===== config.mk =====
export PLATFORM = sky130hd
export DESIGN_NAME = dac_waveform_generator
export DESIGN_NICKNAME = d
export VERILOG_FILES = /design/src/design/dwg_pkg.sv /design/src/design/dac_waveform_generator.sv /design/src/design/dwg_cfg_regs.sv /design/src/design/dwg_step.sv
export SDC_FILE = /design/constraint.sdc
export NUM_CORES = 1
export LEC_CHECK = 0
export ABC_AREA = 1
export BUFFER_PORTS_ARGS = -buffer_cell sky130_fd_sc_hd__clkbuf_2
export CORE_ASPECT_RATIO = 1.1
export CORE_MARGIN = 2
export CORE_UTILIZATION = 45
export DETAILED_ROUTE_END_ITERATION = 12
export PLACE_DENSITY = 0.76
export SETUP_SLACK_MARGIN = 0.5
export SYNTH_ARGS = -nofsm -noshare
export SYNTH_HDL_FRONTEND = slang
export SYNTH_SLANG_ARGS = --single-unit

===== constraint.sdc =====
create_clock -name clk_i -period 7.1 [get_ports clk_i]
set_clock_uncertainty 0.05 [all_clocks]
set_input_delay 0 -clock clk_i [delete_from_list [all_inputs] [get_ports clk_i]]
set_output_delay 0 -clock clk_i [all_outputs]
set_load 0.1 [all_outputs]

===== src/design/dwg_pkg.sv =====
// ----------------------------------------------------------------------------
// dwg_pkg
// Shared types and constants of the DAC waveform generator: field widths,
// mode codes, configuration register indexes and the per-item state record.
// ----------------------------------------------------------------------------
`default_nettype none

package dwg_pkg;

  localparam int unsigned CodeWidth     = 12;
  localparam int unsigned PrescaleWidth = 17;
  localparam int unsigned StepWidth     = 5;
  localparam int unsigned ButtonWidth   = 4;
  localparam int unsigned WordWidth     = 16;
  localparam int unsigned ModeWidth     = 3;
  localparam int unsigned CfgIdxWidth   = 3;
  localparam int unsigned CfgDataWidth  = 16;

  localparam logic [WordWidth-1:0] DacCtrl = 16'h3000;
  localparam logic [CodeWidth-1:0] CodeMax = {CodeWidth{1'b1}};

  // configuration register indexes
  localparam logic [CfgIdxWidth-1:0] RegSquareReload   = 3'd0;
  localparam logic [CfgIdxWidth-1:0] RegSawtoothReload = 3'd1;
  localparam logic [CfgIdxWidth-1:0] RegTriangleOffset = 3'd2;
  localparam logic [CfgIdxWidth-1:0] RegStepSize       = 3'd3;
  localparam logic [CfgIdxWidth-1:0] RegStepCount      = 3'd4;

  // mode codes as they appear on the result stream
  localparam logic [ModeWidth-1:0] CodeMenu     = 3'd0;
  localparam logic [ModeWidth-1:0] CodeDc       = 3'd1;
  localparam logic [ModeWidth-1:0] CodeSquare   = 3'd2;
  localparam logic [ModeWidth-1:0] CodeSawtooth = 3'd3;
  localparam logic [ModeWidth-1:0] CodeTriangle = 3'd4;

  typedef enum logic [4:0] {
    MODE_MENU     = 5'b00001,
    MODE_DC       = 5'b00010,
    MODE_SQUARE   = 5'b00100,
    MODE_SAWTOOTH = 5'b01000,
    MODE_TRIANGLE = 5'b10000
  } mode_e;

  typedef struct packed {
    logic [15:0]          square_reload;
    logic [15:0]          sawtooth_reload;
    logic [15:0]          triangle_offset;
    logic [CodeWidth-1:0] step_size;
    logic [StepWidth-1:0] step_count;
  } cfg_t;

  typedef struct packed {
    mode_e                    mode;
    logic [PrescaleWidth-1:0] prescale;
    logic [StepWidth-1:0]     step;
    logic [StepWidth-1:0]     down;
    logic                     rising;
  } wave_state_t;

  typedef struct packed {
    logic                 dac_write;
    logic [WordWidth-1:0] dac_word;
    logic [ModeWidth-1:0] mode;
  } result_t;

  localparam wave_state_t StateReset = '{
    mode:     MODE_MENU,
    prescale: '0,
    step:     '0,
    down:     '0,
    rising:   1'b1
  };

  function automatic logic [ModeWidth-1:0] mode_code(mode_e m);
    logic [ModeWidth-1:0] c;
    unique case (m)
      MODE_MENU:     c = CodeMenu;
      MODE_DC:       c = CodeDc;
      MODE_SQUARE:   c = CodeSquare;
      MODE_SAWTOOTH: c = CodeSawtooth;
      MODE_TRIANGLE: c = CodeTriangle;
      default:       c = CodeMenu;
    endcase
    return c;
  endfunction

endpackage

`default_nettype wire


===== src/design/dac_waveform_generator.sv =====
// ----------------------------------------------------------------------------
// dac_waveform_generator
// DAC function generator: DC, square, sawtooth and triangle waves selected
// by buttons, one DAC word per timer cycle.
// ----------------------------------------------------------------------------
//  channel  direction  handshake                    payload
//  s_axis   in         s_axis_tvalid/s_axis_tready  tdata: buttons_n, pot_sample
//  m_axis   out        m_axis_tvalid/m_axis_tready  tdata: dac_word;
//                                                   tuser: dac_write, mode
//  cfg      in         cfg_valid_i/cfg_ready_o      cfg_index_i, cfg_data_i
//
//  One item per cycle sustained while m_axis_tready allows; an item passes the
//  input register, then the per-item logic into the result register.
//  Reset clears the mode to menu, the prescaler and the wave counters, and
//  loads the configuration defaults. No clearing pass.
//  A stalled result register holds; the input register still takes one more
//  item, after which s_axis_tready drops until the result is taken.
// ----------------------------------------------------------------------------
`default_nettype none

module dac_waveform_generator
  import dwg_pkg::*;
(
  input  wire logic                    clk_i,
  input  wire logic                    rst_ni,
  input  wire logic                    s_axis_tvalid,
  output      logic                    s_axis_tready,
  input  wire logic [15:0]             s_axis_tdata,  // [3:0] buttons_n, [15:4] pot_sample
  output      logic                    m_axis_tvalid,
  input  wire logic                    m_axis_tready,
  output      logic [15:0]             m_axis_tdata,  // [15:0] dac_word
  output      logic [3:0]              m_axis_tuser,  // [0] dac_write, [3:1] mode
  input  wire logic                    cfg_valid_i,
  output      logic                    cfg_ready_o,
  input  wire logic [CfgIdxWidth-1:0]  cfg_index_i,
  input  wire logic [CfgDataWidth-1:0] cfg_data_i
);

  cfg_t                   cfg;
  wave_state_t            state_q, state_d;
  result_t                result, out_q;
  logic                   in_valid_q, out_valid_q;
  logic [ButtonWidth-1:0] in_buttons_q;
  logic [CodeWidth-1:0]   in_pot_q;
  logic                   advance;

  assign cfg_ready_o = 1'b1;

  dwg_cfg_regs u_cfg (
    .clk_i       (clk_i),
    .rst_ni      (rst_ni),
    .cfg_valid_i (cfg_valid_i),
    .cfg_index_i (cfg_index_i),
    .cfg_data_i  (cfg_data_i),
    .cfg_o       (cfg)
  );

  dwg_step u_step (
    .state_i      (state_q),
    .cfg_i        (cfg),
    .buttons_n_i  (in_buttons_q),
    .pot_sample_i (in_pot_q),
    .state_o      (state_d),
    .result_o     (result)
  );

  assign advance       = !out_valid_q || m_axis_tready;
  assign s_axis_tready = !in_valid_q || advance;

  always_ff @(posedge clk_i or negedge rst_ni) begin
    if (!rst_ni) begin
      in_valid_q  <= 1'b0;
      out_valid_q <= 1'b0;
      state_q     <= StateReset;
    end else begin
      if (s_axis_tready) begin
        in_valid_q <= s_axis_tvalid;
      end
      if (advance) begin
        out_valid_q <= in_valid_q;
        if (in_valid_q) begin
          state_q <= state_d;
        end
      end
    end
  end

  always_ff @(posedge clk_i) begin
    if (s_axis_tready && s_axis_tvalid) begin
      in_buttons_q <= s_axis_tdata[ButtonWidth-1:0];
      in_pot_q     <= s_axis_tdata[ButtonWidth+CodeWidth-1:ButtonWidth];
    end
    if (advance && in_valid_q) begin
      out_q <= result;
    end
  end

  assign m_axis_tvalid = out_valid_q;
  assign m_axis_tdata  = out_q.dac_word;
  assign m_axis_tuser  = {out_q.mode, out_q.dac_write};

  // menu results carry no DAC word
  a_menu_no_word: assert property (@(posedge clk_i) disable iff (!rst_ni)
    (m_axis_tvalid && !m_axis_tuser[0]) |-> (m_axis_tdata == '0))
    else $error("menu result carries a DAC word");

  // every DAC word carries the control bits
  a_ctrl_bits: assert property (@(posedge clk_i) disable iff (!rst_ni)
    (m_axis_tvalid && m_axis_tuser[0]) |-> (m_axis_tdata[15:12] == DacCtrl[15:12]))
    else $error("DAC word without control bits");

  // a falling ramp exists only in triangle mode
  a_falling_in_triangle: assert property (@(posedge clk_i) disable iff (!rst_ni)
    !state_q.rising |-> (state_q.mode == MODE_TRIANGLE))
    else $error("falling ramp outside triangle mode");

  // DC mode leaves the prescaler idle
  a_dc_prescale_idle: assert property (@(posedge clk_i) disable iff (!rst_ni)
    (state_q.mode == MODE_DC) |-> (state_q.prescale == '0))
    else $error("prescaler running in DC mode");

  // an empty result register never blocks the input side
  a_no_false_stall: assert property (@(posedge clk_i) disable iff (!rst_ni)
    !out_valid_q |-> s_axis_tready)
    else $error("input stalled with empty result register");

endmodule

`default_nettype wire


===== src/design/dwg_cfg_regs.sv =====
// ----------------------------------------------------------------------------
// dwg_cfg_regs
// Configuration register file; one register written per write transaction.
// ----------------------------------------------------------------------------
`default_nettype none

module dwg_cfg_regs
  import dwg_pkg::*;
(
  input  wire logic                    clk_i,
  input  wire logic                    rst_ni,
  input  wire logic                    cfg_valid_i,
  input  wire logic [CfgIdxWidth-1:0]  cfg_index_i,
  input  wire logic [CfgDataWidth-1:0] cfg_data_i,
  output      cfg_t                    cfg_o
);

  cfg_t cfg_q, cfg_d;

  always_comb begin
    cfg_d = cfg_q;
    if (cfg_valid_i) begin
      unique case (cfg_index_i)
        RegSquareReload:   cfg_d.square_reload   = cfg_data_i;
        RegSawtoothReload: cfg_d.sawtooth_reload = cfg_data_i;
        RegTriangleOffset: cfg_d.triangle_offset = cfg_data_i;
        RegStepSize:       cfg_d.step_size       = cfg_data_i[CodeWidth-1:0];
        RegStepCount:      cfg_d.step_count      = cfg_data_i[StepWidth-1:0];
        default:           cfg_d = cfg_q; // drop writes beyond the register list
      endcase
    end
  end

  always_ff @(posedge clk_i or negedge rst_ni) begin
    if (!rst_ni) begin
      cfg_q.square_reload   <= 16'd163;
      cfg_q.sawtooth_reload <= 16'd15;
      cfg_q.triangle_offset <= 16'd20;
      cfg_q.step_size       <= 12'd74;
      cfg_q.step_count      <= 5'd20;
    end else begin
      cfg_q <= cfg_d;
    end
  end

  assign cfg_o = cfg_q;

endmodule

`default_nettype wire


===== src/design/dwg_step.sv =====
// ----------------------------------------------------------------------------
// dwg_step
// Per-item logic: button decode, mode change, prescaler tick, wave counters
// and the DAC code for one timer cycle.
// ----------------------------------------------------------------------------
`default_nettype none

module dwg_step
  import dwg_pkg::*;
(
  input  wire  wave_state_t            state_i,
  input  wire  cfg_t                   cfg_i,
  input  wire  logic [ButtonWidth-1:0] buttons_n_i,
  input  wire  logic [CodeWidth-1:0]   pot_sample_i,
  output       wave_state_t            state_o,
  output       result_t                result_o
);

  logic [ButtonWidth-1:0]   pressed;
  logic                     any_press;
  mode_e                    key_mode;
  logic [PrescaleWidth-1:0] terminal;
  logic                     tick;
  logic [StepWidth-1:0]     step_inc;
  logic [StepWidth-1:0]     saw_step;
  logic [StepWidth-1:0]     down_dec;
  logic [StepWidth-1:0]     mul_op;
  logic [CodeWidth+StepWidth-1:0] product;
  logic [CodeWidth-1:0]     ramp_code;
  logic [CodeWidth-1:0]     code;

  assign pressed   = ~buttons_n_i;
  assign any_press = |pressed;

  always_comb begin
    priority if (pressed[3]) key_mode = MODE_TRIANGLE;
    else if (pressed[2])     key_mode = MODE_SAWTOOTH;
    else if (pressed[1])     key_mode = MODE_SQUARE;
    else                     key_mode = MODE_DC;
  end

  always_comb begin
    unique case (state_i.mode)
      MODE_SQUARE:   terminal = {1'b0, cfg_i.square_reload};
      MODE_SAWTOOTH: terminal = {1'b0, cfg_i.sawtooth_reload};
      default: terminal = {{(PrescaleWidth-CodeWidth){1'b0}}, pot_sample_i}
                        + {1'b0, cfg_i.triangle_offset};
    endcase
  end

  assign tick     = (state_i.prescale >= terminal);
  assign step_inc = tick ? state_i.step + 5'd1 : state_i.step;
  assign saw_step = (step_inc >= cfg_i.step_count) ? '0 : step_inc;
  assign down_dec = (tick && (state_i.down != '0)) ? state_i.down - 5'd1 : state_i.down;

  // one shared multiplier for the ramp codes
  always_comb begin
    unique case (state_i.mode)
      MODE_SAWTOOTH: mul_op = saw_step;
      default:       mul_op = state_i.rising ? step_inc : down_dec;
    endcase
  end

  assign product   = {{CodeWidth{1'b0}}, mul_op} * {{StepWidth{1'b0}}, cfg_i.step_size};
  assign ramp_code = (|product[CodeWidth+StepWidth-1:CodeWidth]) ? CodeMax
                                                                 : product[CodeWidth-1:0];

  always_comb begin
    state_o  = state_i;
    code     = '0;
    result_o = '{dac_write: 1'b0, dac_word: '0, mode: CodeMenu};

    if (state_i.mode == MODE_MENU || any_press) begin
      // a press in a wave mode returns to the menu; in the menu it selects
      state_o = StateReset;
      if (state_i.mode == MODE_MENU && any_press) begin
        state_o.mode = key_mode;
      end
      result_o.mode = mode_code(state_o.mode);
    end else begin
      if (state_i.mode != MODE_DC) begin
        state_o.prescale = tick ? '0 : state_i.prescale + 17'd1;
      end
      unique case (state_i.mode)
        MODE_DC: begin
          code = pot_sample_i;
        end
        MODE_SQUARE: begin
          state_o.step = step_inc;
          code = step_inc[0] ? pot_sample_i : '0;
        end
        MODE_SAWTOOTH: begin
          state_o.step = saw_step;
          code = ramp_code;
        end
        default: begin
          if (state_i.rising) begin
            state_o.step = step_inc;
            code = ramp_code;
            if (step_inc >= cfg_i.step_count) begin
              state_o.rising = 1'b0;
              state_o.step   = '0;
              state_o.down   = cfg_i.step_count;
            end
          end else begin
            state_o.down = down_dec;
            code = ramp_code;
            if (down_dec == '0) begin
              state_o.rising = 1'b1;
              state_o.step   = '0;
              code = '0;
            end
          end
        end
      endcase
      result_o.dac_write = 1'b1;
      result_o.dac_word  = DacCtrl | {{(WordWidth-CodeWidth){1'b0}}, code};
      result_o.mode      = mode_code(state_i.mode);
    end
  end

endmodule

`default_nettype wire


==> results of run 1 <==
-- cells in the final DEF, fill, tap and decap left out, drive strengths merged, types with 8 or more instances in the layout --
cell,count
a21oi,61
a22o,9
a31oi,8
buf,159
clkbuf,79
dfrtp,83
dfstp,17
dlygate4sd3,39
edfxtp,32
fa,31
ha,62
inv,162
nand2,287
nand3,69
nand4,12
nor2,86
nor3,16
o21ai,107
xnor2,11
xor2,18
-- worst max path at each step --
stage                       end  depth (start not counted)
3_3_place_gp   m_axis_tdata[10]                         40
6_report        m_axis_tdata[0]                         46
4_1_cts        m_axis_tdata[10]                         41
3_5_place_dp   m_axis_tdata[10]                         42
5_1_grt         m_axis_tdata[2]                         43
2_1_floorplan   m_axis_tdata[6]                         45
-- metal layers --
metal | global-route usage | vias to the layer above
li1 | - | 4230
met1 | 0.330 | 4531
met2 | 0.488 | 546
met3 | 0.0449 | 180
met4 | 0.159 | 0
met5 | 0 | -
-- metrics by stage --
| step | std cells | instance area [µm²] | setup slack [ps] | util |
|---|---|---|---|---|
| after global placement | 1553 | 11000 | -714 | 0.541 |
| after floorplan | 1143 | 9620 | -234 | - |
| after detailed placement | 1553 | 11000 | -877 | 0.541 |
| after CTS | 1643 | 12600 | -540 | 0.616 |
| after global routing | 1659 | 12900 | -1200 | 0.632 |
| final | 1659 | 12900 | -918 | 0.632 |
-- area by class of cell --
class	count	share of cell area
clock inverters	11	0.0133
clock buffers	21	0.0374
repair buffers	256	0.150
multi-input cells	820	0.455
flip-flops and latches	132	0.270
inverters	163	0.0491
well taps	256	0.0249
-- logic make-up after synthesis --
kind of cell    after synthesis
simple gates                488
compound gates              207
buf+inv                     191
flops                       132
fa+ha+maj                    93
xor+xnor                     29
other cells                   2
-- power by group through the flow --
stage | clock [W] | combinational [W] | sequential, W
final | 0.000983 | 0.00105 | 0.000991
after floorplan | 0 | 0.000483 | 0.00105
after CTS | 0.000971 | 0.000940 | 0.000981
after global routing | 0.00101 | 0.00112 | 0.000998
after detailed placement | 0 | 0.000835 | 0.000989
after global placement | 0 | 0.000810 | 0.000984
-- critical path, delay by kind of cell (launching register included) --
kind / cells / cell delay (ps)
AO/OA/AOI/OAI: 11 / 1630
XOR/XNOR: 1 / 130
adder cells (fa/ha/maj): 7 / 2490
buffers and inverters: 9 / 980
flip-flops: 1 / 470
AND/OR/NAND/NOR: 18 / 1990
-- sequential cells by signal (all words and copies together), names as in the netlist --
register,count
u_cfg.cfg_o,65
in_pot_q,12
in_valid_q,1
m_axis_tuser,3
state_q,33
in_buttons_q,4
m_axis_tvalid,1
m_axis_tdata,13
-- repair_timing --
action / in CTS / in global routing
hold endpoints to repair: 99 / 0
pin swaps: 55 / 45
gates resized for setup: 67 / 40
setup endpoints to repair: 12 / 12
gates cloned: 1 / 0
setup buffers: 18 / 16
hold buffers: 39 / 0
==> flow_summary.json, run 1 <==
{
  "cts-root-buf": "clkbuf_16",
  "synthAdderAreaFrac": 0.151,
  "num_antenna_cells": 0,
  "areaGrowthSynthToFinish_pct": 39.3,
  "ir_drop_uv": 183,
  "violations": "negative setup slack",
  "synth_xor_xnor_area_share": 0.0275,
  "numCtsBuffers": 17,
  "synth_warnings": 0,
  "insertion_delay_ps": 440,
  "synth_mux_area_frac": 0,
  "grt_pass1_vias": 9559,
  "critical-path-slowest-cell": "fa_1",
  "n_fill_cell": 1526,
  "regArea_mm2": 0.00348,
  "p_int_w": 0.00191,
  "dp_hpwl_um": 19700,
  "cts_tree": "done",
  "wl_met2_um": 15800,
  "synth_top_cell_by_area": "dfrtp_1",
  "r2r_end": "m_axis_tdata[0]",
  "drive_above_1_share": 0.319,
  "pwr-share-comb": 0.347,
  "cp.arrival_ps": 8150,
  "worst_slack_ps": -918,
  "critPathLaunchType": "register",
  "fin_nets": 1523,
  "post-route-min-period_ps": 8020,
  "hold_viol_final": 0,
  "min_to": "u_cfg.cfg_o[4]",
  "rr_worst_depth": 46,
  "setup-tns-final_ps": -10750,
  "wl_met3_um": 2340,
  "cts.sinks": 132,
  "ys_async_sr_fraction": 0.758,
  "worstPathRequired_ps": 7230,
  "multi_input_comb_area_mm2": 0.00586,
  "fmax_mhz": 125,
  "criticalPathCategory": "register to register",
  "setup.worst_path.start": "in_pot_q[6]",
  "dieArea_mm2": 0.0217,
  "avgSynthCellArea_um2": 8.10,
  "grt_max_degree": 84,
  "place_congestion": 0.907,
  "dieWidth_um": 141,
  "whs_path_depth": 4,
  "synth-edff-count": 32,
  "p_sw_frac": 0.369,
  "netlist_instances": 1142,
  "path_clk_slew_ps": 60,
  "worst_pin_slew_ps": 1340,
  "yosysMostFrequentCell": "nand2_1",
  "netlist.area_leader.share": 0.225,
  "seqPwrFrac": 0.328,
  "end_kind": "register",
  "slew_headroom": 0.102,
  "initial_core_util": 0.454,
  "fin_crit_sh": 1.13,
  "synth_ff_type": "dfrtp_1",
  "antenna_found_initial": 0,
  "synthSimpleGateAreaFrac": 0.234,
  "core-area_mm2": 0.0204,
  "synth_seq_cells": 132,
  "io_pins": 63,
  "drcViolationCount": 0,
  "switching_power_w": 0.00112,
  "synth_top_family_by_area": "simple AND/OR/NAND/NOR gates",
  "synthTopCellsByCount": "276 x nand2_1, 153 x inv_1, 94 x o21ai_0",
  "p_leak_nw": 6.23,
  "hp-start": "cfg_index_i[2]",
  "vias": 9487,
  "synth_seq_area_share": 0.377,
  "syn_area_mm2": 0.00925,
  "cts_max_level": 4,
  "first_pass_iters": 5,
  "wl_met1_um": 11800,
  "vias_per_cell": 5.72,
  "cts_buffer_depth": 2,
  "drv_slew": 0,
  "power.total_w": 0.00302,
  "overflow": 0,
  "fp-row-count": 55,
  "grt_setup_unrepaired": "yes",
  "top_layer": "met4",
  "finalSetupViolations": 12,
  "cpPeakStageDelay_ps": 530,
  "worstPathMaxFanout": 6,
  "p_clk_frac": 0.325,
  "wl_per_cell_um": 19.2,
  "synth.distinct_cells": 57,
  "grt_pass1_wl_um": 48100,
  "whs_ps": 46.2,
  "status": "complete, but fails checks",
  "cap_violations": 0,
  "r2r-start": "in_pot_q[6]",
  "ant_nets": 0,
  "wl_um": 31900,
  "p_per_area_mw_per_mm2": 235,
  "yosys-top-cells-area": "dfrtp_1 22%, nand2_1 11%, edfxtp_1 10%",
  "drt-initial-drc-count": 996,
  "grt_usage": 0.281,
  "synth_compound_area_frac": 0.126,
  "die_height_um": 154,
  "hold_class": "input pin to register",
  "regToRegSetupSlack_ps": -920,
  "port_buffers": 59
}
(Power assumes the default switching activity.)
==> inputs of run 2 (changes only) <==
--- a/config.mk
+++ b/config.mk
@@ -7,11 +7,13 @@
 export LEC_CHECK = 0
 export ABC_AREA = 1
 export BUFFER_PORTS_ARGS = -buffer_cell sky130_fd_sc_hd__clkbuf_2
+export CELL_PAD_IN_SITES_DETAIL_PLACEMENT = 0
+export CELL_PAD_IN_SITES_GLOBAL_PLACEMENT = 1
 export CORE_ASPECT_RATIO = 1.1
 export CORE_MARGIN = 2
-export CORE_UTILIZATION = 45
+export CORE_UTILIZATION = 42
 export DETAILED_ROUTE_END_ITERATION = 12
-export PLACE_DENSITY = 0.76
+export PLACE_DENSITY = 0.88
 export SETUP_SLACK_MARGIN = 0.5
 export SYNTH_ARGS = -nofsm -noshare
 export SYNTH_HDL_FRONTEND = slang
==> flow_summary.json, run 2 (synthesized netlist as in run 1, its figures left out) <==
{
  "status": "complete, but fails checks",
  "violations": "negative setup slack",
  "first_pass_iters": 5,
  "path_buf_inv": 37,
  "wl_um": 29600,
  "critPathLaunchType": "register",
  "hold_class": "input pin to register",
  "criticalPathCategory": "register to register",
  "grt_pass1_vias": 9135,
  "switching_power_w": 0.00104,
  "critical-path-slowest-cell": "edfxtp_1",
  "min_to": "u_cfg.cfg_o[4]",
  "finalSetupViolations": 13,
  "hold_viol_final": 0,
  "regArea_mm2": 0.00348,
  "seqPwrFrac": 0.342,
  "cpPeakStageDelay_ps": 480,
  "post-route-min-period_ps": 8170,
  "cap_violations": 0,
  "drive_above_1_share": 0.331,
  "ir_drop_uv": 187,
  "overflow": 0,
  "dieArea_mm2": 0.0232,
  "drt-initial-drc-count": 553,
  "num_antenna_cells": 0,
  "dp_hpwl_um": 19800,
  "worst_slack_ps": -1070,
  "regToRegSetupSlack_ps": -1070,
  "vias": 9126,
  "whs_path_depth": 4,
  "initial_core_util": 0.431,
  "antenna_found_initial": 1,
  "worstPathRequired_ps": 7410,
  "wl_per_cell_um": 17.3,
  "io_pins": 63,
  "final_cell_mix": "243 x nand2_1, 163 x buf_4, 143 x inv_1, 85 x o21ai_0, 83 x dfrtp_1",
  "cts-root-buf": "clkbuf_16",
  "insertion_delay_ps": 440,
  "path_clk_slew_ps": 60,
  "r2r-start": "in_pot_q[0]",
  "worst_pin_slew_ps": 1090,
  "largest_reg_flops": 65,
  "grt_pass1_wl_um": 46600,
  "fp-row-count": 56,
  "layout_commonest_cell": "nand2_1",
  "p_clk_frac": 0.326,
  "p_sw_frac": 0.361,
  "p_int_w": 0.00184,
  "fin_nets": 1540,
  "grt_max_degree": 60,
  "critPathMostFrequentCell": "buf_4",
  "r2r_end": "state_q[8]",
  "grt_usage": 0.252,
  "n_fill_cell": 1788,
  "p_leak_nw": 6.24,
  "end_kind": "register",
  "place_congestion": 0.876,
  "fin_crit_sh": 1.15,
  "cts_tree": "done",
  "crit_family": "buffers and inverters",
  "fin_cells": 1710,
  "rr_worst_depth": 57,
  "hp-start": "cfg_index_i[0]",
  "grt_util_met2": 0.435,
  "core-area_mm2": 0.0214,
  "cts.sinks": 132,
  "ant_nets": 0,
  "p_per_area_mw_per_mm2": 222,
  "vias_per_cell": 5.34,
  "pwr-share-comb": 0.333,
  "grt_setup_unrepaired": "yes",
  "cp.arrival_ps": 8480,
  "slew_headroom": 0.274,
  "areaGrowthSynthToFinish_pct": 40.2,
  "grt_util_met3": 0.0423,
  "dieWidth_um": 145,
  "port_buffers": 59,
  "fmax_mhz": 122,
  "die_height_um": 160,
  "cts_max_level": 4,
  "busiest_layer": "met2",
  "worstPathMaxFanout": 6,
  "numCtsBuffers": 17,
  "dp.cells": 1578,
  "finish.utilization": 0.605,
  "met1_usage": 0.304,
  "cts_buffer_depth": 2,
  "drcViolationCount": 0,
  "multi_input_comb_area_mm2": 0.00581,
  "drv_slew": 0
}
run 2: worst reg2reg max path, delay by kind of cell (launching register included):
family | cells | cell delay, ps
simple gates | 12 | 1400
fa+ha+maj | 3 | 860
buf+inv | 37 | 4560
flops | 1 | 480
compound gates | 5 | 710
run 2: worst max-delay path by stage:
stage / cells past startpoint / to / slack [ps] / startpoint
after global placement: 46 / m_axis_tdata[7] / -750 / in_pot_q[0]
after CTS: 45 / m_axis_tdata[3] / -610 / in_pot_q[0]
after floorplan: 45 / m_axis_tdata[6] / -230 / in_pot_q[6]
after global routing: 45 / m_axis_tdata[8] / -1190 / in_pot_q[0]
final: 57 / state_q[8] / -1070 / in_pot_q[0]
after detailed placement: 43 / m_axis_tdata[3] / -920 / in_pot_q[0]
run 2: per-stage QoR:
step | setup slack (ps) | total power, W | instance area (µm²) | hold slack, ps | setup TNS [ps]
final | -1070 | 0.00288 | 13000 | 24.5 | -11420
after global routing | -1190 | 0.00301 | 13000 | 118 | -15120
after floorplan | -234 | 0.00153 | 9620 | -346 | -2540
after global placement | -751 | 0.00179 | 11000 | -39.3 | -8690
after detailed placement | -916 | 0.00181 | 11000 | -37.1 | -10790
after CTS | -609 | 0.00282 | 12600 | 32.0 | -7670
run 2: area by class of cell:
| class | instances | share of cell area |
|---|---|---|
| multi-input combinational | 821 | 0.448 |
| clock inverter | 13 | 0.0141 |
| tap | 290 | 0.0280 |
| timing repair buffer | 272 | 0.159 |
| clock buffer | 19 | 0.0334 |
| inverter | 163 | 0.0487 |
| sequential | 132 | 0.269 |
run 2: timing repair:
action,4_1_cts,5_1_grt
hold buffers,38,0
setup endpoints to repair,12,13
buffers inserted,52,8
cloned,2,0
gates resized for setup,43,67
pin swaps,45,45
endpoints found under the hold margin,123,0
run 2: power by group through the flow:
stage / registers, W / logic [W] / clock network [W]
finish: 0.000985 / 0.000959 / 0.000939
global route: 0.000994 / 0.00104 / 0.000976
CTS: 0.000977 / 0.000898 / 0.000940
detailed placement: 0.000989 / 0.000824 / 0
global placement: 0.000986 / 0.000808 / 0
floorplan: 0.00105 / 0.000483 / 0
run 2: routing by layer:
metal	share of wire	vias to the layer above
met5	0	-
met4	0.054	0
met3	0.056	110
met2	0.50	347
met1	0.39	4388
li1	-	4281
